### src/assert_macros.svh
// Assertion macros for the RTL file that carries checks.
`ifndef ASSERT_MACROS_SVH
`define ASSERT_MACROS_SVH

// Condition must hold at every clock edge outside reset.
`define ITRD_ASSERT(lbl, prop, msg) \
  lbl: assert property (@(posedge clk_i) disable iff (!rst_ni) (prop)) else $error(msg);

// When ante holds, cons must hold at the next clock edge.
`define ITRD_ASSERT_NEXT(lbl, ante, cons, msg) \
  lbl: assert property (@(posedge clk_i) disable iff (!rst_ni) (ante) |=> (cons)) \
    else $error(msg);

`endif

### src/itrd_pkg.sv
// Shared types, constants and the microcode ROM of the integer-to-text unit.
package itrd_pkg;

  localparam int unsigned MaxDigits  = 16;
  localparam int unsigned NumW       = 32;
  localparam int unsigned CharW      = 8;
  localparam int unsigned DigitW     = 4;
  localparam int unsigned RadixW     = 5;
  localparam int unsigned CfgW       = 64;
  localparam int unsigned CfgIdxW    = 2;
  localparam int unsigned AlphaW     = 2 * CfgW;
  localparam int unsigned StackDepth = 32;
  localparam int unsigned StackIdxW  = $clog2(StackDepth);
  localparam int unsigned CntW       = StackIdxW + 1;
  localparam int unsigned StepW      = 4;
  localparam int unsigned DivBits    = 8;

  localparam logic [CharW-1:0] CharMinus = 8'h2D;
  localparam logic [CharW-1:0] CharPlus  = 8'h2B;

  // Configuration register indexes
  localparam logic [CfgIdxW-1:0] RegDigitsLow  = 2'd0;
  localparam logic [CfgIdxW-1:0] RegDigitsHigh = 2'd1;
  localparam logic [CfgIdxW-1:0] RegRadix      = 2'd2;

  // Microprogram step addresses
  localparam logic [StepW-1:0] StepCheck = 4'd0;
  localparam logic [StepW-1:0] StepSign  = 4'd1;
  localparam logic [StepW-1:0] StepDiv0  = 4'd2;
  localparam logic [StepW-1:0] StepDiv1  = 4'd3;
  localparam logic [StepW-1:0] StepDiv2  = 4'd4;
  localparam logic [StepW-1:0] StepDiv3  = 4'd5;
  localparam logic [StepW-1:0] StepPush  = 4'd6;
  localparam logic [StepW-1:0] StepEmit  = 4'd7;
  localparam logic [StepW-1:0] StepDone  = 4'd8;

  // Datapath operations
  typedef enum logic [2:0] {
    OP_NOP,
    OP_SIGN,
    OP_DIV0,
    OP_DIV,
    OP_PUSH,
    OP_EMIT,
    OP_DONE
  } op_e;

  // Jump conditions
  typedef enum logic [1:0] {
    COND_NONE,
    COND_NOT_OK,
    COND_MAG_NZ,
    COND_MORE
  } cond_e;

  typedef struct packed {
    op_e              op;
    cond_e            cond;
    logic [StepW-1:0] target;
  } uword_t;

  // Sequencer to datapath
  typedef struct packed {
    logic load;
    op_e  op;
  } ctrl_t;

  // Datapath to sequencer
  typedef struct packed {
    logic mag_nz;
    logic more;
  } status_t;

  // Microprogram: check alphabet, optional sign, divide loop, emit loop.
  function automatic uword_t ucode_rom(logic [StepW-1:0] step);
    uword_t w;
    w = '{op: OP_DONE, cond: COND_NONE, target: StepDone};
    unique case (step)
      StepCheck: w = '{op: OP_NOP,  cond: COND_NOT_OK, target: StepDone};
      StepSign:  w = '{op: OP_SIGN, cond: COND_NONE,   target: StepDone};
      StepDiv0:  w = '{op: OP_DIV0, cond: COND_NONE,   target: StepDone};
      StepDiv1:  w = '{op: OP_DIV,  cond: COND_NONE,   target: StepDone};
      StepDiv2:  w = '{op: OP_DIV,  cond: COND_NONE,   target: StepDone};
      StepDiv3:  w = '{op: OP_DIV,  cond: COND_NONE,   target: StepDone};
      StepPush:  w = '{op: OP_PUSH, cond: COND_MAG_NZ, target: StepDiv0};
      StepEmit:  w = '{op: OP_EMIT, cond: COND_MORE,   target: StepEmit};
      StepDone:  w = '{op: OP_DONE, cond: COND_NONE,   target: StepDone};
      default:   w = '{op: OP_DONE, cond: COND_NONE,   target: StepDone};
    endcase
    return w;
  endfunction

endpackage

### src/itrd_cfg.sv
// Configuration registers and alphabet validity check.
module itrd_cfg #(
  parameter int unsigned MaxDigits = itrd_pkg::MaxDigits
) (
  input  logic                          clk_i,
  input  logic                          rst_ni,
  input  logic                          cfg_we_i,
  input  logic [itrd_pkg::CfgIdxW-1:0]  cfg_idx_i,
  input  logic [itrd_pkg::CfgW-1:0]     cfg_data_i,
  output logic [itrd_pkg::AlphaW-1:0]   alpha_o,
  output logic [itrd_pkg::RadixW-1:0]   radix_o,
  output logic                          ok_o
);

  logic [itrd_pkg::CfgW-1:0]   digits_low_q, digits_high_q;
  logic [itrd_pkg::RadixW-1:0] radix_q;
  logic [itrd_pkg::AlphaW-1:0] alpha;
  logic                        ok_d, ok_q;

  // Register writes; out-of-range index is dropped
  always_ff @(posedge clk_i or negedge rst_ni) begin
    if (!rst_ni) begin
      digits_low_q  <= '0;
      digits_high_q <= '0;
      radix_q       <= '0;
    end else if (cfg_we_i) begin
      unique case (cfg_idx_i)
        itrd_pkg::RegDigitsLow:  digits_low_q  <= cfg_data_i;
        itrd_pkg::RegDigitsHigh: digits_high_q <= cfg_data_i;
        itrd_pkg::RegRadix:      radix_q       <= cfg_data_i[itrd_pkg::RadixW-1:0];
        default: ;
      endcase
    end
  end

  assign alpha = {digits_high_q, digits_low_q};

  // Validity: radix in range, no reserved chars, all used chars distinct
  always_comb begin
    logic [itrd_pkg::CharW-1:0] c;
    ok_d = (radix_q >= itrd_pkg::RadixW'(2)) &&
           (radix_q <= itrd_pkg::RadixW'(MaxDigits));
    for (int i = 0; i < MaxDigits; i++) begin
      c = alpha[itrd_pkg::CharW*i +: itrd_pkg::CharW];
      if (itrd_pkg::RadixW'(i) < radix_q) begin
        if (c == '0 || c == itrd_pkg::CharPlus || c == itrd_pkg::CharMinus) begin
          ok_d = 1'b0;
        end
        for (int j = 0; j < i; j++) begin
          if (alpha[itrd_pkg::CharW*j +: itrd_pkg::CharW] == c) begin
            ok_d = 1'b0;
          end
        end
      end
    end
  end

  always_ff @(posedge clk_i or negedge rst_ni) begin
    if (!rst_ni) begin
      ok_q <= 1'b0;
    end else begin
      ok_q <= ok_d;
    end
  end

  assign alpha_o = alpha;
  assign radix_o = radix_q;
  assign ok_o    = ok_q;

endmodule

### src/itrd_seq.sv
// Microcode sequencer: step counter, ROM fetch and conditional jumps.
module itrd_seq (
  input  logic              clk_i,
  input  logic              rst_ni,
  input  logic              start,
  input  logic              ok_i,
  input  itrd_pkg::status_t status_i,
  output itrd_pkg::ctrl_t   ctrl_o,
  output logic              busy
);

  logic                       busy_d, busy_q;
  logic [itrd_pkg::StepW-1:0] upc_d, upc_q;
  itrd_pkg::uword_t           word;
  logic                       take;

  assign word = itrd_pkg::ucode_rom(upc_q);

  // Jump condition select
  always_comb begin
    unique case (word.cond)
      itrd_pkg::COND_NONE:   take = 1'b0;
      itrd_pkg::COND_NOT_OK: take = !ok_i;
      itrd_pkg::COND_MAG_NZ: take = status_i.mag_nz;
      itrd_pkg::COND_MORE:   take = status_i.more;
      default:               take = 1'b0;
    endcase
  end

  // Next step
  always_comb begin
    busy_d = busy_q;
    upc_d  = upc_q;
    if (!busy_q) begin
      if (start) begin
        busy_d = 1'b1;
        upc_d  = itrd_pkg::StepCheck;
      end
    end else if (word.op == itrd_pkg::OP_DONE) begin
      busy_d = 1'b0;
    end else if (take) begin
      upc_d = word.target;
    end else begin
      upc_d = upc_q + itrd_pkg::StepW'(1);
    end
  end

  always_ff @(posedge clk_i or negedge rst_ni) begin
    if (!rst_ni) begin
      busy_q <= 1'b0;
      upc_q  <= itrd_pkg::StepCheck;
    end else begin
      busy_q <= busy_d;
      upc_q  <= upc_d;
    end
  end

  // Control word out; idle issues no operation
  always_comb begin
    ctrl_o.load = start && !busy_q;
    ctrl_o.op   = busy_q ? word.op : itrd_pkg::OP_NOP;
  end

  assign busy = busy_q;

endmodule

### src/itrd_dpath.sv
// Datapath: magnitude, radix divider slice, digit stack and output word register.
module itrd_dpath (
  input  logic                          clk_i,
  input  logic                          rst_ni,
  input  itrd_pkg::ctrl_t               ctrl_i,
  input  logic signed [itrd_pkg::NumW-1:0] number_i,
  input  logic [itrd_pkg::AlphaW-1:0]   alpha_i,
  input  logic [itrd_pkg::RadixW-1:0]   radix_i,
  output itrd_pkg::status_t             status_o,
  output logic                          valid_o,
  output logic [itrd_pkg::CharW-1:0]    character_o,
  output logic                          final_res_o
);

  logic [itrd_pkg::NumW-1:0]    mag_d, mag_q;
  logic [itrd_pkg::DigitW-1:0]  rem_d, rem_q;
  logic                         sign_q;
  logic [itrd_pkg::CntW-1:0]    cnt_q, cnt_m1;
  logic [itrd_pkg::DigitW-1:0]  stack_q [itrd_pkg::StackDepth];
  logic [itrd_pkg::DigitW-1:0]  top_digit;
  logic [itrd_pkg::DivBits-1:0] qbits;
  logic                         valid_q, final_q;
  logic [itrd_pkg::CharW-1:0]   char_q;

  // Restoring division, DivBits quotient bits per cycle
  always_comb begin
    logic [itrd_pkg::DigitW-1:0] r;
    logic [itrd_pkg::RadixW-1:0] t;
    r = (ctrl_i.op == itrd_pkg::OP_DIV0) ? '0 : rem_q;
    for (int k = 0; k < itrd_pkg::DivBits; k++) begin
      t = {r, mag_q[itrd_pkg::NumW-1-k]};
      qbits[itrd_pkg::DivBits-1-k] = (t >= radix_i);
      if (t >= radix_i) begin
        t = t - radix_i;
      end
      r = t[itrd_pkg::DigitW-1:0];
    end
    rem_d = r;
    mag_d = {mag_q[itrd_pkg::NumW-itrd_pkg::DivBits-1:0], qbits};
  end

  assign cnt_m1    = cnt_q - itrd_pkg::CntW'(1);
  assign top_digit = stack_q[cnt_m1[itrd_pkg::StackIdxW-1:0]];

  // Working registers
  always_ff @(posedge clk_i or negedge rst_ni) begin
    if (!rst_ni) begin
      cnt_q <= '0;
    end else if (ctrl_i.load) begin
      cnt_q <= '0;
    end else if (ctrl_i.op == itrd_pkg::OP_PUSH) begin
      cnt_q <= cnt_q + itrd_pkg::CntW'(1);
    end else if (ctrl_i.op == itrd_pkg::OP_EMIT) begin
      cnt_q <= cnt_m1;
    end
  end

  always_ff @(posedge clk_i) begin
    if (ctrl_i.load) begin
      sign_q <= number_i[itrd_pkg::NumW-1];
      // negation of the most negative value gives 2^31 as unsigned
      mag_q  <= number_i[itrd_pkg::NumW-1] ? (~number_i + itrd_pkg::NumW'(1))
                                            : number_i;
    end else if (ctrl_i.op == itrd_pkg::OP_DIV0 || ctrl_i.op == itrd_pkg::OP_DIV) begin
      mag_q <= mag_d;
      rem_q <= rem_d;
    end
    if (ctrl_i.op == itrd_pkg::OP_PUSH) begin
      stack_q[cnt_q[itrd_pkg::StackIdxW-1:0]] <= rem_q;
    end
  end

  // Output word register, one-cycle strobe
  always_ff @(posedge clk_i or negedge rst_ni) begin
    if (!rst_ni) begin
      valid_q <= 1'b0;
    end else begin
      valid_q <= (ctrl_i.op == itrd_pkg::OP_EMIT) ||
                 (ctrl_i.op == itrd_pkg::OP_SIGN && sign_q);
    end
  end

  always_ff @(posedge clk_i) begin
    if (ctrl_i.op == itrd_pkg::OP_SIGN) begin
      char_q  <= itrd_pkg::CharMinus;
      final_q <= 1'b0;
    end else if (ctrl_i.op == itrd_pkg::OP_EMIT) begin
      char_q  <= alpha_i[{top_digit, 3'b000} +: itrd_pkg::CharW];
      final_q <= (cnt_q == itrd_pkg::CntW'(1));
    end
  end

  assign status_o.mag_nz = (mag_q != '0);
  assign status_o.more   = (cnt_q != itrd_pkg::CntW'(1));

  assign valid_o     = valid_q;
  assign character_o = char_q;
  assign final_res_o = final_q;

endmodule

### src/int_to_radix_digits_unit.sv
// Top level of the signed integer to radix text converter.
//
// Usage: load the alphabet with the write port (index 0: characters for digit
// values 0..7, index 1: values 8..15, index 2: radix), only while busy is low.
// Pulse start with number_i while busy is low; the number is taken at that
// edge and busy rises. Characters leave most significant digit first, each
// for one cycle with valid_o high; a negative number leads with a minus word.
// final_res_o marks the last word. An invalid alphabet gives no words.
// Per digit the divider slice resolves 8 quotient bits a cycle over the
// divide steps Div0 to Div3, then takes a push step; each word is one
// emit step.
// The next item may start in the cycle after busy falls.
// Reset clears the control and configuration registers, leaving the alphabet
// invalid, and idles the sequencer. The receiver cannot stall: every word is
// valid for exactly one cycle and must be taken then.
`include "assert_macros.svh"

module int_to_radix_digits_unit #(
  parameter int unsigned MaxDigits = itrd_pkg::MaxDigits
) (
  input  logic                             clk_i,
  input  logic                             rst_ni,
  input  logic                             start,
  output logic                             busy,
  input  logic signed [itrd_pkg::NumW-1:0] number_i,
  input  logic                             cfg_we_i,
  input  logic [itrd_pkg::CfgIdxW-1:0]     cfg_idx_i,
  input  logic [itrd_pkg::CfgW-1:0]        cfg_data_i,
  output logic                             valid_o,
  output logic [itrd_pkg::CharW-1:0]       character_o,
  output logic                             final_res_o
);

  logic [itrd_pkg::AlphaW-1:0] alpha;
  logic [itrd_pkg::RadixW-1:0] radix;
  logic                        ok;
  itrd_pkg::ctrl_t             ctrl;
  itrd_pkg::status_t           status;

  itrd_cfg #(
    .MaxDigits (MaxDigits)
  ) u_cfg (
    .clk_i      (clk_i),
    .rst_ni     (rst_ni),
    .cfg_we_i   (cfg_we_i),
    .cfg_idx_i  (cfg_idx_i),
    .cfg_data_i (cfg_data_i),
    .alpha_o    (alpha),
    .radix_o    (radix),
    .ok_o       (ok)
  );

  itrd_seq u_seq (
    .clk_i    (clk_i),
    .rst_ni   (rst_ni),
    .start    (start),
    .ok_i     (ok),
    .status_i (status),
    .ctrl_o   (ctrl),
    .busy     (busy)
  );

  itrd_dpath u_dpath (
    .clk_i       (clk_i),
    .rst_ni      (rst_ni),
    .ctrl_i      (ctrl),
    .number_i    (number_i),
    .alpha_i     (alpha),
    .radix_i     (radix),
    .status_o    (status),
    .valid_o     (valid_o),
    .character_o (character_o),
    .final_res_o (final_res_o)
  );

  // Words only go out while an item is in progress
  `ITRD_ASSERT(a_valid_in_busy, !valid_o || busy, "word strobe outside busy")
  // The last word of an item is never directly followed by another word
  `ITRD_ASSERT_NEXT(a_final_gap, valid_o && final_res_o, !valid_o, "word after final")
  // An accepted item starts the sequencer with no stale word pending
  `ITRD_ASSERT_NEXT(a_start_busy, start && !busy, busy && !valid_o, "start not taken")

endmodule
### config.mk
export PLATFORM = sky130hd
export DESIGN_NAME = int_to_radix_digits_unit
export DESIGN_NICKNAME = d
export VERILOG_FILES = /design/src/itrd_pkg.sv /design/src/itrd_cfg.sv /design/src/itrd_seq.sv /design/src/itrd_dpath.sv /design/src/int_to_radix_digits_unit.sv
export VERILOG_INCLUDE_DIRS = /design/src /design/src/src
export SDC_FILE = /design/constraint.sdc
export NUM_CORES = 1
export LEC_CHECK = 0
export BUFFER_PORTS_ARGS = -buffer_cell sky130_fd_sc_hd__buf_2
export CAP_MARGIN = 10
export CORE_ASPECT_RATIO = 0.5
export CORE_UTILIZATION = 32
export DETAILED_ROUTE_END_ITERATION = 10
export SYNTH_ARGS = -nofsm -noshare
export SYNTH_HDL_FRONTEND = slang
export SYNTH_SLANG_ARGS = --single-unit
### constraint.sdc
create_clock -name clk_i -period 18.5 [get_ports clk_i]
set_input_delay 2.775 -clock clk_i [delete_from_list [all_inputs] [get_ports clk_i]]
set_output_delay 2.775 -clock clk_i [all_outputs]
set_load 0.03 [all_outputs]
# After elaboration in Yosys (flattened, before gate mapping)
# Memories as Yosys holds them, arrays and structs flattened.
# Cells that the tools add are included.
[totals]
rom_bits = 144
input_bits = 102
register_bits = 192
output_inout_bits = 11
elab_cells = 466
mem_bits_rw = 128
mem_count = 2
[memory_table]
columns = ["name", "depth", "width", "read_ports", "rd_ports_with_merged_regs", "wr", "line", "source"]
rows = [
  ["(name not given)", 16, 9, 1, 0, 0, "itrd_pkg.sv:78", "unique case (step)"],
  ["u_dpath.stack_q", 32, 4, 1, 0, 1, "itrd_dpath.sv:19", "logic [itrd_pkg::DigitW-1:0] stack_q [itrd_pkg::StackDepth];"],
]
[classes]
shifts = 1
bitwise = 2
magnitude_cmp = 26
n_mux = 178
n_reduce_logical = 66
addsub = 12
eq_ne = 166
[op_table]
columns = ["cell", "count"]
rows = [
  ["8-bit == test", 120],
  ["8-bit by 6-bit == test with 1-bit output, second input constant", 32],
  ["1-bit 2-to-1 mux", 157],
  ["8-bit zero test", 16],
  ["128-bit by 8-bit indexed part select with 8-bit output", 1],
  ["32-bit 2-to-1 mux", 3],
  ["4-bit 2-to-1 mux", 13],
  ["5-bit greater-or-equal comparator", 8],
  ["4-bit by 5-bit less-than comparator with 1-bit output, first input constant", 8],
  ["1-bit logical OR", 34],
  ["32-bit by 2-bit adder with 32-bit output, second input constant", 1],
  ["32-bit inverter", 1],
  ["32-bit nonzero test", 1],
  ["4-bit subtractor", 8],
  ["3-bit by 5-bit less-than comparator with 1-bit output, first input constant", 4],
  ["6-bit 2-to-1 mux", 3],
  ["1-bit by 5-bit less-than comparator with 1-bit output, first input constant", 2],
  ["2-bit by 5-bit less-than comparator with 1-bit output, first input constant", 2],
  ["2-bit AND reduction", 5],
  ["3-bit == test, second input constant", 3],
  ["6-bit by 1-bit adder with 6-bit output, second input constant", 1],
  ["2-bit == test, second input constant", 3],
  ["3-bit by 2-bit == test with 1-bit output, second input constant", 2],
  ["6-bit by 1-bit == test with 1-bit output, second input constant", 1],
  ["other kinds (16)", 22],
]

# Longest topological paths before layout
# Gate-level depths: netlist (run 1).
[depth]
depth_word = 155
mapped_depth = 70
ltp_nobuf = 69

# Modules after synthesis
# Synthesis (run 1) repeated with hierarchy kept, for this count alone.
[hier_totals]
cells_unflattened = 2955
hier_area_um2 = 29604.6
[by_module_without_submodules]
columns = ["module", "area_each_um2", "seq_area_each_um2", "cells_per_inst", "instances"]
rows = [
  ["itrd_cfg", 18223.7, 3353.2, 2008, 1],
  ["itrd_dpath", 10955.5, 5310.1, 900, 1],
  ["itrd_seq", 425.4, 125.1, 47, 1],
]

# Worst setup path before layout (run 1)
# No wires, ideal clock.
[synth_timing]
kind = "flip-flop to flip-flop"
start = "register u_seq.upc_q[2] (netlist name)"
end = "register u_dpath.rem_q[2] (netlist name), data pin"
setup_ns = 0.260
t_required_ns = 18.240
stages_incl_launch_ff = 69
setup_slack_ns = 5.587
arrival_time_ns = 12.653
synth_period_minus_slack_ns = 12.913
n_path_buf = 2
path_cell_list = "dfrtp_1 -> ha_1 -> buf_2 -> nor3b_1 -> nand2_1 -> nand2_1 -> inv_1 -> ha_1 -> nor2b_1 -> o21ai_0 -> nand3b_1 -> a21o_1 -> a21o_1 -> clkbuf_1 -> mux2i_1 -> ha_1 -> nor2b_1 -> o21ai_0 -> (+33 left out) -> mux2i_1 -> ha_1 -> a21o_1 -> a21o_1 -> a31oi_1 -> nor2b_1 -> o21ai_0 -> nand2b_1 -> mux2_2 -> inv_1 -> ha_1 -> nor2b_1 -> o21ai_0 -> nand2b_1 -> a31o_2 -> a21o_1 -> a21o_1 -> mux2_2"
[synth_via]
elab_chain_cells = 20
word_cells_on_any_way = 28
cone_classes = "8 x add/sub; 8 x order compare; 1 x eq/ne; 10 x mux; 1 x memory"
[synth_lines]
columns = ["item", "line", "source"]
rows = [
  ["start: declaration", "itrd_seq.sv:13", "logic [itrd_pkg::StepW-1:0] upc_d, upc_q;"],
  ["start signal: assignment", "itrd_seq.sv:51", "upc_q <= itrd_pkg::StepCheck;"],
  ["start signal: assignment", "itrd_seq.sv:54", "upc_q <= upc_d;"],
  ["memory read 16 x 9 bit *", "--", ""],
  ["3-bit 2-to-1 mux *", "itrd_seq.sv:61", "ctrl_o.op = busy_q ? word.op : itrd_pkg::OP_NOP;"],
  ["3-bit by 2-bit == test with 1-bit output *", "itrd_dpath.sv:29", "r = (ctrl_i.op == itrd_pkg::OP_DIV0) ? '0 : rem_q;"],
  ["4-bit 2-to-1 mux *", "itrd_dpath.sv:29", ""],
  ["4-bit subtractor or 5-bit greater-or-equal comparator (tied branches)", "itrd_dpath.sv:34, itrd_dpath.sv:33", ""],
  ["4-bit 2-to-1 mux *", "itrd_dpath.sv:33", "if (t >= radix_i) begin"],
  ["4-bit subtractor or 5-bit greater-or-equal comparator (tied branches)", "itrd_dpath.sv:34, itrd_dpath.sv:33", ""],
  ["4-bit 2-to-1 mux *", "itrd_dpath.sv:33", ""],
  ["(+5 left out)", "--", ""],
  ["4-bit 2-to-1 mux *", "itrd_dpath.sv:33", ""],
  ["4-bit subtractor or 5-bit greater-or-equal comparator (tied branches)", "itrd_dpath.sv:34, itrd_dpath.sv:33", ""],
  ["4-bit 2-to-1 mux *", "itrd_dpath.sv:33", ""],
  ["5-bit greater-or-equal comparator or 4-bit subtractor (tied branches)", "itrd_dpath.sv:33, itrd_dpath.sv:34", ""],
  ["4-bit 2-to-1 mux *", "itrd_dpath.sv:33", ""],
  ["4-bit subtractor or 5-bit greater-or-equal comparator (tied branches)", "itrd_dpath.sv:34, itrd_dpath.sv:33", ""],
  ["4-bit 2-to-1 mux *", "itrd_dpath.sv:33", ""],
  ["via u_dpath.rem_d, one bit", "itrd_dpath.sv:16", "logic [itrd_pkg::DigitW-1:0] rem_d, rem_q;"],
  ["end signal: assignment", "itrd_dpath.sv:66", "rem_q <= rem_d;"],
  ["end: declaration", "itrd_dpath.sv:16", ""],
]
# The timed path passes the listed nets; every way through them passes the cells marked *.
# A chain may end at the register's enable or synchronous reset.

# Worst setup path after layout (run 1)
[layout_timing]
start = "register u_seq.upc_q[2] (netlist name)"
end = "register u_dpath.rem_q[3] (netlist name), data pin"
# The elaborated chain is that of the path after synthesis.

==> metrics.txt, run 1 <==
worst path bufs/invs=3; share of cells above drive strength 1=0.173; CTS tree=done; total number of vias=roughly 23000; CTS Root Cell=clkbuf_16; Hold Slack=around 0.5 ns; placed insts=4000; Pre-antenna DRT Iters=5; Post-Syn Area=between 20000 and 30000 sq um; Post-synth ARST share=0.456; Slew Limit Fails=0; number of enable flip-flop cells after synthesis=165; Tcrit/Tclk final=0.786; Routed WL=100 mm; synthesized area per cell=~9.7 sq um; via density per instance=5.67; first-pass GRT wire length=149 mm; WL/cell=~25 um; post-synth top area share=0.183; YS warnings=0; CTS Hold Bufs=0; DR iter-0 viols=2523; setup bufs post-CTS=0; largest net degree at the start of global routing=85; setup TNS=0 ns; endpoints failing setup=0; synth cell count leaders=xor2_1 (590), xnor2_1 (434), edfxtp_1 (165); Top Family by Delay on Critical Path=compound AO/OA/AOI/OAI gates; final net count=slightly above 3000; GPL Wtd Cong=between 0.9 and 1; Yosys top cell by area=xor2_1; VDD IR max=between 800 and 900 uV; antenna violations before repair=5; non-filler instance count after layout=4068; post-synthesis sequential area ratio=0.310; Clock Latency Late Sink=0.58 ns; min Tclk post-route=~15 ns; FF+latch count, synth=320; max_slew headroom=0.149; Max stage delay on crit path=about 0.72 ns; CTS Buffer Depth=3; Slowest-stage cell, CP=nor3b_1; largest cells by area after synthesis=xor2_1 (18%), edfxtp_1 (18%), xnor2_1 (13%); RSZ-0062 raised after global routing=false; post-synthesis cell type count=63; power density cells=~260 nW/um^2; most common cell in the netlist=xor2_1; Initial Util=0.326; Crit Path Category=reg2reg; GRT Overall Usage=0.219; CP required=between 15 and 20 ns; clock-pin slew of the registers on the worst-case setup and hold paths=~0.06 ns; vias in the first global route=roughly 23000; number of port buffers=~110; Mapped Nets=3075; antenna cells=0; Area growth syn-to-layout=10.5%; Post-DP HPWL=64.1 mm; die area=around 90000 sq um; grt total ovfl=0; H-tree lvl count=2; CP endpoint kind=flip-flop; Critical Path AT=around 15 ns; total CTS buffers=37; Slew @ Worst Pin=about 1.3 ns; Fin. Hold Viols=0; Crit path top cell by count=a21o_1; Core ar.=slightly below 90000 sq um; hold crit path type=reg2reg; DRC errors left=0; # IOs=~110; die span in x=between 400 and 500 um; Routed Antenna Nets=0; CP startpoint kind=flip-flop; maxcap violations=0; top_reg_cell synth=edfxtp_1; CP Max Fanout=7; Leak Pwr=between 10 and 15 nW; PostCTS Resize Cnt=0; fmax=68.8 MHz; # clock sinks=320; die height=between 200 and 250 um; Post-Syn Instances=~2900; Worst Skew=a little over 0.02 ns; number of cell rows=76; status=completed
[placed cells by master, fill, tap and decap left out, drive strengths merged, types with 8 or more instances in the layout]
cell / instances
nor2: 97
dfrtp: 146
mux2i: 77
a2111oi: 13
ha: 51
xnor2: 435
edfxtp: 165
a21o: 16
nand2: 134
and2: 9
dfxtp: 9
or4: 10
nand3: 23
nand4: 133
o21ai: 96
o41ai: 8
fa: 8
clkbuf: 47
a22oi: 10
nor3: 27
nand3b: 12
mux4: 35
nor4: 146
mux2: 161
clkinv: 11
nand2b: 14
or3: 10
a21oi: 57
nor2b: 12
inv: 34
o31ai: 8
xor2: 591
buf: 225
a31oi: 10
[tightest hold or removal path, cell delays in order, from the launching register on]
cell and delay (ns):
dfxtp_1 0.33, nand2_1 0.06, nand3_1 0.08
[final cells by class]
type | count | area (sq um)
clock buffers | 47 | 1030
clock inverters | 21 | 264
fillers | 8561 | 55500
inverters | 31 | 116
multi-input cells | 2254 | 18200
flip-flops and latches | 320 | 8790
well taps | 1170 | 1460
repair buffers | 225 | 1420
[report_power, final]
| group | internal (mW) | total [mW] | switching (mW) | leakage [nW] |
|---|---|---|---|---|
| Sequential | 1.13 | 1.39 | 0.267 | 3.32 |
| Clock | 0.459 | 0.786 | 0.328 | 0.624 |
| Combinational | 2.96 | 6.02 | 3.06 | 7.61 |
[cells by family (layout without fill, tap and decap cells)]
logic type,after synthesis,count (layout),synth area share
compound gates,257,257,0.0562
xor+xnor,1026,1026,0.318
fa+ha+maj,59,59,0.0282
buf+inv,340,324,0.0476
flops,320,320,0.310
mux,273,273,0.120
simple gates,639,639,0.120
[flip-flops by register name, indices dropped and copies added (netlist names), 4 cells and up]
signal	count
u_cfg.digits_high_q	64
u_cfg.digits_low_q	64
u_cfg.radix_o	5
u_dpath.character_o	8
u_dpath.cnt_q	6
u_dpath.mag_q	32
u_dpath.rem_q	4
u_dpath.stack_q	128
u_seq.upc_q	4
[final timing paths]
path | cells past startpoint | slack [ns] | endpoint | from
worst max-delay path | 66 | 3.97 | u_dpath.rem_q[3]$_DFFE_PP_ | u_seq.upc_q[2]$_DFFE_PN0P_
worst min-delay path | 2 | 0.49 | u_dpath.character_o[1]$_SDFFE_PN0P_ | u_dpath.character_o[1]$_SDFFE_PN0P_
worst max register to register | 66 | 3.97 | u_dpath.rem_q[3]$_DFFE_PP_ | u_seq.upc_q[2]$_DFFE_PN0P_
worst min register to register | 2 | 0.49 | u_dpath.character_o[1]$_SDFFE_PN0P_ | u_dpath.character_o[1]$_SDFFE_PN0P_
max in group asynchronous | 2 | 14.90 | u_cfg.digits_low_q[17]$_DFFE_PN0P_ | rst_ni
min in group asynchronous | 1 | 2.25 | u_dpath.cnt_q[3]$_DFFE_PN0P_ | rst_ni
[per-layer routing]
metal / track usage / share of wire
met1: 0.287 / 0.41
met2: 0.337 / 0.43
met3: 0.0530 / 0.10
met4: 0.111 / 0.056
met5: 0 / 0.00049
[through the flow]
stage	utilization	total power, mW	instance area, sq um	setup WS [ns]
6_report	0.360	8.20	31300	3.97
5_1_grt	0.360	8.88	31300	2.69
4_1_cts	0.360	8.18	31300	3.85
3_5_place_dp	0.345	7.35	30000	3.87
3_3_place_gp	0.345	7.16	30000	4.39
2_1_floorplan	-	6.14	28300	5.59
Power figures use the tool's default switching activity.
==> inputs of run 2 (changes only) <==
clock period = 12.1 ns   (was 18.5 ns; I/O delays follow)
==> run 2 against run 1 <==
- critical path type unchanged
- utilization rose by 0.93 points
- maximum frequency up 20%
- largest cell class unchanged
- wire length increased by 2.3%
- first-iteration DRC count up 8.6%
- worst hold slack worse by 0.0094 ns
- critical path depth unchanged
- clock skew is 0.0050 ns higher
- highest routed layer unchanged
==> metrics.txt, run 2 (same netlist as run 1, synthesis figures left out) <==
status=completed; share of cells above drive strength 1=0.207 (+0.0341); utilization after layout=0.370 (+0.00927); CTS Buffer Depth=3 (unchanged); clock-pin slew of the registers on the worst-case setup and hold paths=0.06 ns (about the same); Crit Path Category=reg2reg; Fin. Hold Viols=0 (unchanged); Slew Limit Fails=0 (unchanged); maxcap violations=0 (unchanged); Routed WL=102 mm (+2.3%); antenna violations before repair=11 (+6); GPL Wtd Cong=0.969 (+1.1%); Worst Skew=0.0255 ns (+0.00499 ns); GRT Overall Usage=0.223 (+0.00357); via density per instance=5.59 (-1.4%); Critical R2R Capture=u_dpath.rem_q[2]$_DFFE_PP_; WL/cell=24.7 um (+0.47%); CP endpoint=u_dpath.rem_q[2]$_DFFE_PP_; Post-DP HPWL=65.1 mm (+1.5%); die span in x=423 um (unchanged); Crit path top cell by count=a21o_1; Area growth syn-to-layout=13.3%; endpoints failing setup=0 (unchanged); die height=212 um (unchanged); R2R depth=66 (unchanged); min Tclk post-route=12.08 ns (-2.45 ns); final net count=3111 (+2.7%); die area=89700 sq um (unchanged); FF-to-FF setup slack=0.02 ns (-3.95 ns); CP endpoint kind=flip-flop; Clock Latency Late Sink=0.60 ns (+0.02 ns); Initial Util=0.326 (unchanged); most common cell after layout, fill and taps aside=xor2_1; max_slew headroom=0.124 (-0.0255); Tcrit/Tclk final=0.999 (+0.213); highest-count cells in the layout ignoring fill and taps=xor2_1 (590), xnor2_1 (434), buf_4 (192), edfxtp_1 (165), mux2_2 (156); Pre-antenna DRT Iters=5 (unchanged); RSZ-0062 raised after global routing=true; CTS Hold Bufs=0 (unchanged); # clock sinks=320 (unchanged); Slowest-stage cell, CP=dfrtp_1; hold crit path type=reg2reg; total CTS buffers=35 (-5.4%); DR iter-0 viols=2741 (+8.6%); Routed Antenna Nets=0 (unchanged); max FFs per register=128 (unchanged); number of cell rows=76 (unchanged); Core ar.=86800 sq um (unchanged); Worst R2R Start=u_seq.upc_q[1]$_DFFE_PN0P_; first-pass GRT wire length=151 mm (+1.3%); CP Max Fanout=5 (-2); number of port buffers=112 (unchanged); H-tree lvl count=2 (unchanged); CTS Root Cell=clkbuf_16; Slew @ Worst Pin=1.28 ns (+0.00519 ns); grt total ovfl=0 (unchanged); CP required=12.43 ns (-6.39 ns); vias in the first global route=22600 (-0.56%); Critical Path AT=12.42 ns (-2.44 ns); DRC errors left=0 (unchanged); crit path from=u_seq.upc_q[1]$_DFFE_PN0P_; # IOs=113 (unchanged); fmax=82.7 MHz (+20%); largest net degree at the start of global routing=82 (-3.5%); CTS tree=done; Max stage delay on crit path=0.40 ns (-0.32 ns); total number of vias=23200 (+0.46%); CP startpoint kind=flip-flop
## run 2: cell types whose count changed in the layout (fill, tap and decap cells not counted), moves of 6 or more
cell | previous run | this run
ha_1 | 51 | 39
mux2i_1 | 76 | 70
buf_4 | 113 | 192
nor2b_1 | 12 | 5
ha_4 | 0 | 11
o21ai_0 | 92 | 84
nor2b_4 | 0 | 7
o21ai_2 | 0 | 6
## run 2: worst min-delay path by stage
stage	start	end	slack, ns	cells past startpoint
after floorplan	u_dpath.sign_q$_DFFE_PP_	u_dpath.valid_o$_DFF_PN0_	0.49	2
after global placement	u_dpath.character_o[1]$_SDFFE_PN0P_	u_dpath.character_o[1]$_SDFFE_PN0P_	0.47	2
after detailed placement	u_dpath.character_o[1]$_SDFFE_PN0P_	u_dpath.character_o[1]$_SDFFE_PN0P_	0.47	2
after CTS	u_dpath.character_o[1]$_SDFFE_PN0P_	u_dpath.character_o[1]$_SDFFE_PN0P_	0.48	2
after global routing	u_dpath.character_o[1]$_SDFFE_PN0P_	u_dpath.character_o[1]$_SDFFE_PN0P_	0.50	2
final	u_dpath.character_o[1]$_SDFFE_PN0P_	u_dpath.character_o[1]$_SDFFE_PN0P_	0.49	2
## run 2: repair_timing
| item | CTS | global route |
|---|---|---|
| pin swaps | 40 | 32 |
| endpoints found under the setup margin | 5 | 5 |
| setup buffers | 27 | 9 |
| gates resized for setup | 20 | 19 |
## run 2: layout make-up
cell class,instances,area [sq um]
inverter,31,116
antenna,1,2.50
sequential,320,8790
clock buffer,43,926
tap,1170,1460
timing repair buffer,308,2050
clock inverter,16,215
multi-input combinational,2254,18500
fill,8524,54700
## run 2: per-stage QoR
step / area [sq um] / setup WS (ns) / hold slack [ns] / cells / setup TNS (ns)
final: 32100 / 0.0151 / 0.485 / 4143 / 0
after global routing: 32100 / -0.523 / 0.498 / 4143 / -2.51
after CTS: 31900 / 0.0134 / 0.484 / 4132 / 0
after detailed placement: 30400 / -0.355 / 0.468 / 4046 / -1.58
after global placement: 30400 / -0.0587 / 0.469 / 4046 / -0.143
after floorplan: 28400 / 0.0129 / 0.494 / 2914 / 0
## run 2: critical path, delay by kind of cell, from the launching register on
family | cells | cell delay, ns
AO/OA/AOI/OAI | 25 | 4.30
AND/OR/NAND/NOR | 17 | 1.95
multiplexers | 8 | 2.02
buffers and inverters | 7 | 0.78
adder cells (fa/ha/maj) | 9 | 2.37
flip-flops | 1 | 0.40
## run 2: metal layers
metal	wire length, um	GRT usage
met5	103	0
met4	4660	0.0967
met3	10300	0.0503
met2	45100	0.350
met1	42300	0.294
Power of run 2 is left out: the tool's default activity adds up to more than one toggle a clock period on the data nets, which glitch-free logic cannot reach.
==> inputs of run 3 (changes only) <==
ABC_AREA = 1   (was unset)
MAX_ROUTING_LAYER = met4   (was unset)
==> run 3 against run 2 <==
- die area increased by 7.5%
- register-to-register slack improved by 0.95 ns
- synthesized area up 7.5%
- synthesized cell count increased by 58%
- maximum frequency increased by 8.5%
- worst hold slack worse by 0.021 ns
==> metrics.txt, run 3 <==
Yosys top cell by area=nand2_1; via density per instance=5.81 (+4.0%); clock-pin slew of the registers on the worst-case setup and hold paths=0.06 ns (about the same); FF+latch count, synth=320 (unchanged); Top Family by Delay on Critical Path=compound AO/OA/AOI/OAI gates; # clock sinks=320 (unchanged); DRC errors left=0 (unchanged); crit path from=u_seq.upc_q[2]$_DFFE_PN0P_; hold crit path type=reg2reg; final net count=4703 (+51%); DR iter-0 viols=4773 (+74%); most common cell after layout, fill and taps aside=nand2_1; vias in the first global route=31300 (+38%); CTS Buffer Depth=3 (unchanged); max FFs per register=128 (unchanged); Routed Antenna Nets=0 (unchanged); antenna violations before repair=1 (-10); Routed WL=151 mm (+48%); first-pass GRT wire length=215 mm (+42%); Post-synth ARST share=0.456 (unchanged); number of enable flip-flop cells after synthesis=165 (unchanged); worst hold path startpoint=u_dpath.final_res_o$_SDFFE_PN0P_; placed cell areas=32100 sq um (+5.6%); die height=220 um (+3.7%); synth cell count leaders=nand2_1 (1601), xnor2_1 (316), nand4_1 (314); post-synth top area share=0.197 (+0.0149); Area growth syn-to-layout=10.1%; R2R depth=79 (+20%); most common cell in the netlist=nand2_1; final cell area excluding filler cells=33500 sq um (+4.5%); WL/cell=25.9 um (+4.9%); Fin. Hold Viols=0 (unchanged); min Tclk post-route=11.13 ns (-0.951 ns); Slowest-stage cell, CP=dfrtp_2; top_reg_cell synth=edfxtp_1; worst path bufs/invs=20 (+13); CTS Root Cell=clkbuf_16; Initial Util=0.325 (-0.000857); status=completed; total CTS buffers=34 (-2.9%); number of port buffers=112 (unchanged); maxcap violations=0 (unchanged); total number of vias=33900 (+46%); CP Max Fanout=7 (+2); Max stage delay on crit path=0.45 ns (+0.05 ns); die area=96500 sq um (+7.5%); Critical Path AT=11.44 ns (-0.98 ns); Post-Syn Instances=4608 (+58%); PnR worst setup slack=0.967 ns (+0.951 ns); largest net degree at the start of global routing=86 (+4.9%); CP startpoint kind=flip-flop; Slew Limit Fails=0 (unchanged); worst hold path depth=2 (unchanged); # IOs=113 (unchanged); max_slew headroom=0.172 (+0.0487); synthesized area per cell=6.61 sq um (-32%); H-tree lvl count=2 (unchanged); Mapped Nets=4769 (+55%); post-synthesis sequential area ratio=0.289 (-0.0218); Worst Skew=0.0425 ns (+0.0170 ns); CP endpoint kind=flip-flop; GRT Overall Usage=0.314 (+0.0907); number of cell rows=79 (+3.9%); endpoints failing setup=0 (unchanged); die span in x=438 um (+3.7%); highest-count cells in the layout ignoring fill and taps=nand2_1 (1598), xnor2_1 (316), nand4_1 (314), nand3_1 (304), inv_1 (261); post-synthesis cell type count=53 (-16%); Crit Path Category=reg2reg; largest cells by area after synthesis=nand2_1 (20%), edfxtp_1 (16%), dfrtp_1 (12%); Post-Syn Area=30400 sq um (+7.5%); YS warnings=0 (unchanged); Worst R2R Start=u_seq.upc_q[2]$_DFFE_PN0P_; Crit path depth=79 (+20%); fmax=89.8 MHz (+8.5%); Pre-antenna DRT Iters=6 (+1); GPL Wtd Cong=1.04 (+7.3%); CTS tree=done; CP required=12.41 ns (-0.02 ns); Place WS=0.158 ns (+0.512 ns); share of cells above drive strength 1=0.0915 (-0.115); Clock Latency Late Sink=0.61 ns (about the same); grt total ovfl=0 (unchanged); Tcrit/Tclk final=0.920 (-0.0786); Slew @ Worst Pin=1.24 ns (-0.0399 ns); Core ar.=93600 sq um (+7.8%); Crit path top cell by count=nand2_1; Post-DP HPWL=98.8 mm (+52%)
==> run 3: path summary, 6_finish.rpt <==
check | end | slack, ns
max in group asynchronous | u_cfg.digits_high_q[33]$_DFFE_PN0P_ | 9.41
min in group asynchronous | u_cfg.digits_high_q[21]$_DFFE_PN0P_ | 1.20
setup reg to reg | u_dpath.mag_q[0]$_DFFE_PP_ | 0.97
hold / removal | u_dpath.final_res_o$_SDFFE_PN0P_ | 0.46
setup / recovery | u_dpath.mag_q[0]$_DFFE_PP_ | 0.97
hold reg to reg | u_dpath.final_res_o$_SDFFE_PN0P_ | 0.46
==> run 3: layout make-up <==
class / instances / area, sq um
Multi-Input combinational cell: 3583 / 18800
Antenna cell: 4 / 10.0
Clock buffer: 47 / 920
Inverter: 294 / 1110
Tap cell: 1255 / 1570
Sequential cell: 320 / 8790
Timing Repair Buffer: 309 / 2050
Clock inverter: 14 / 224
Fill cell: 9936 / 60100
==> run 3: metal layers <==
layer / part of all wire / up-vias / GRT usage
met4: 0.066 / 0 / 0.182
met5: 0 / - / -
met2: 0.40 / 2318 / 0.445
li1: - / 14900 / -
met3: 0.13 / 593 / 0.0959
met1: 0.40 / 16000 / 0.392
==> run 3: kinds of logic after synthesis <==
kind of cell | after synthesis | share of synthesized area
buffers and inverters | 705 | 0.0980
XOR/XNOR | 493 | 0.142
flip-flops | 320 | 0.289
AND/OR/NAND/NOR | 2631 | 0.373
AO/OA/AOI/OAI | 400 | 0.0720
adder cells (fa/ha/maj) | 59 | 0.0262
==> run 3: per-stage QoR <==
| stage | util | setup TNS, ns | hold slack (ns) | cells |
|---|---|---|---|---|
| finish | 0.358 | 0 | 0.464 | 5826 |
| global route | 0.358 | -0.171 | 0.494 | 5823 |
| CTS | 0.355 | 0 | 0.471 | 5809 |
| detailed placement | 0.343 | 0 | 0.457 | 5748 |
| global placement | 0.343 | 0 | 0.455 | 5748 |
| floorplan | - | 0 | 0.427 | 4608 |
==> run 3: worst reg2reg max path: cells and delay by family, from the launching register on <==
family | cells | cell delay [ns]
AOI/OAI and AO/OA | 24 | 3.08
adders and majority gates | 9 | 2.49
buffers and inverters | 20 | 2.21
DFF | 1 | 0.45
and+or+nand+nor | 26 | 2.63
==> run 3: repair_timing <==
action / in CTS / in global routing
endpoints found under the setup margin: 0 / 5
buffers inserted: 0 / 12
resized for setup: 0 / 49
hold endpoints to repair: 0 / 0
hold buffers: 0 / 0
Power of run 3 is left out for the same reason.
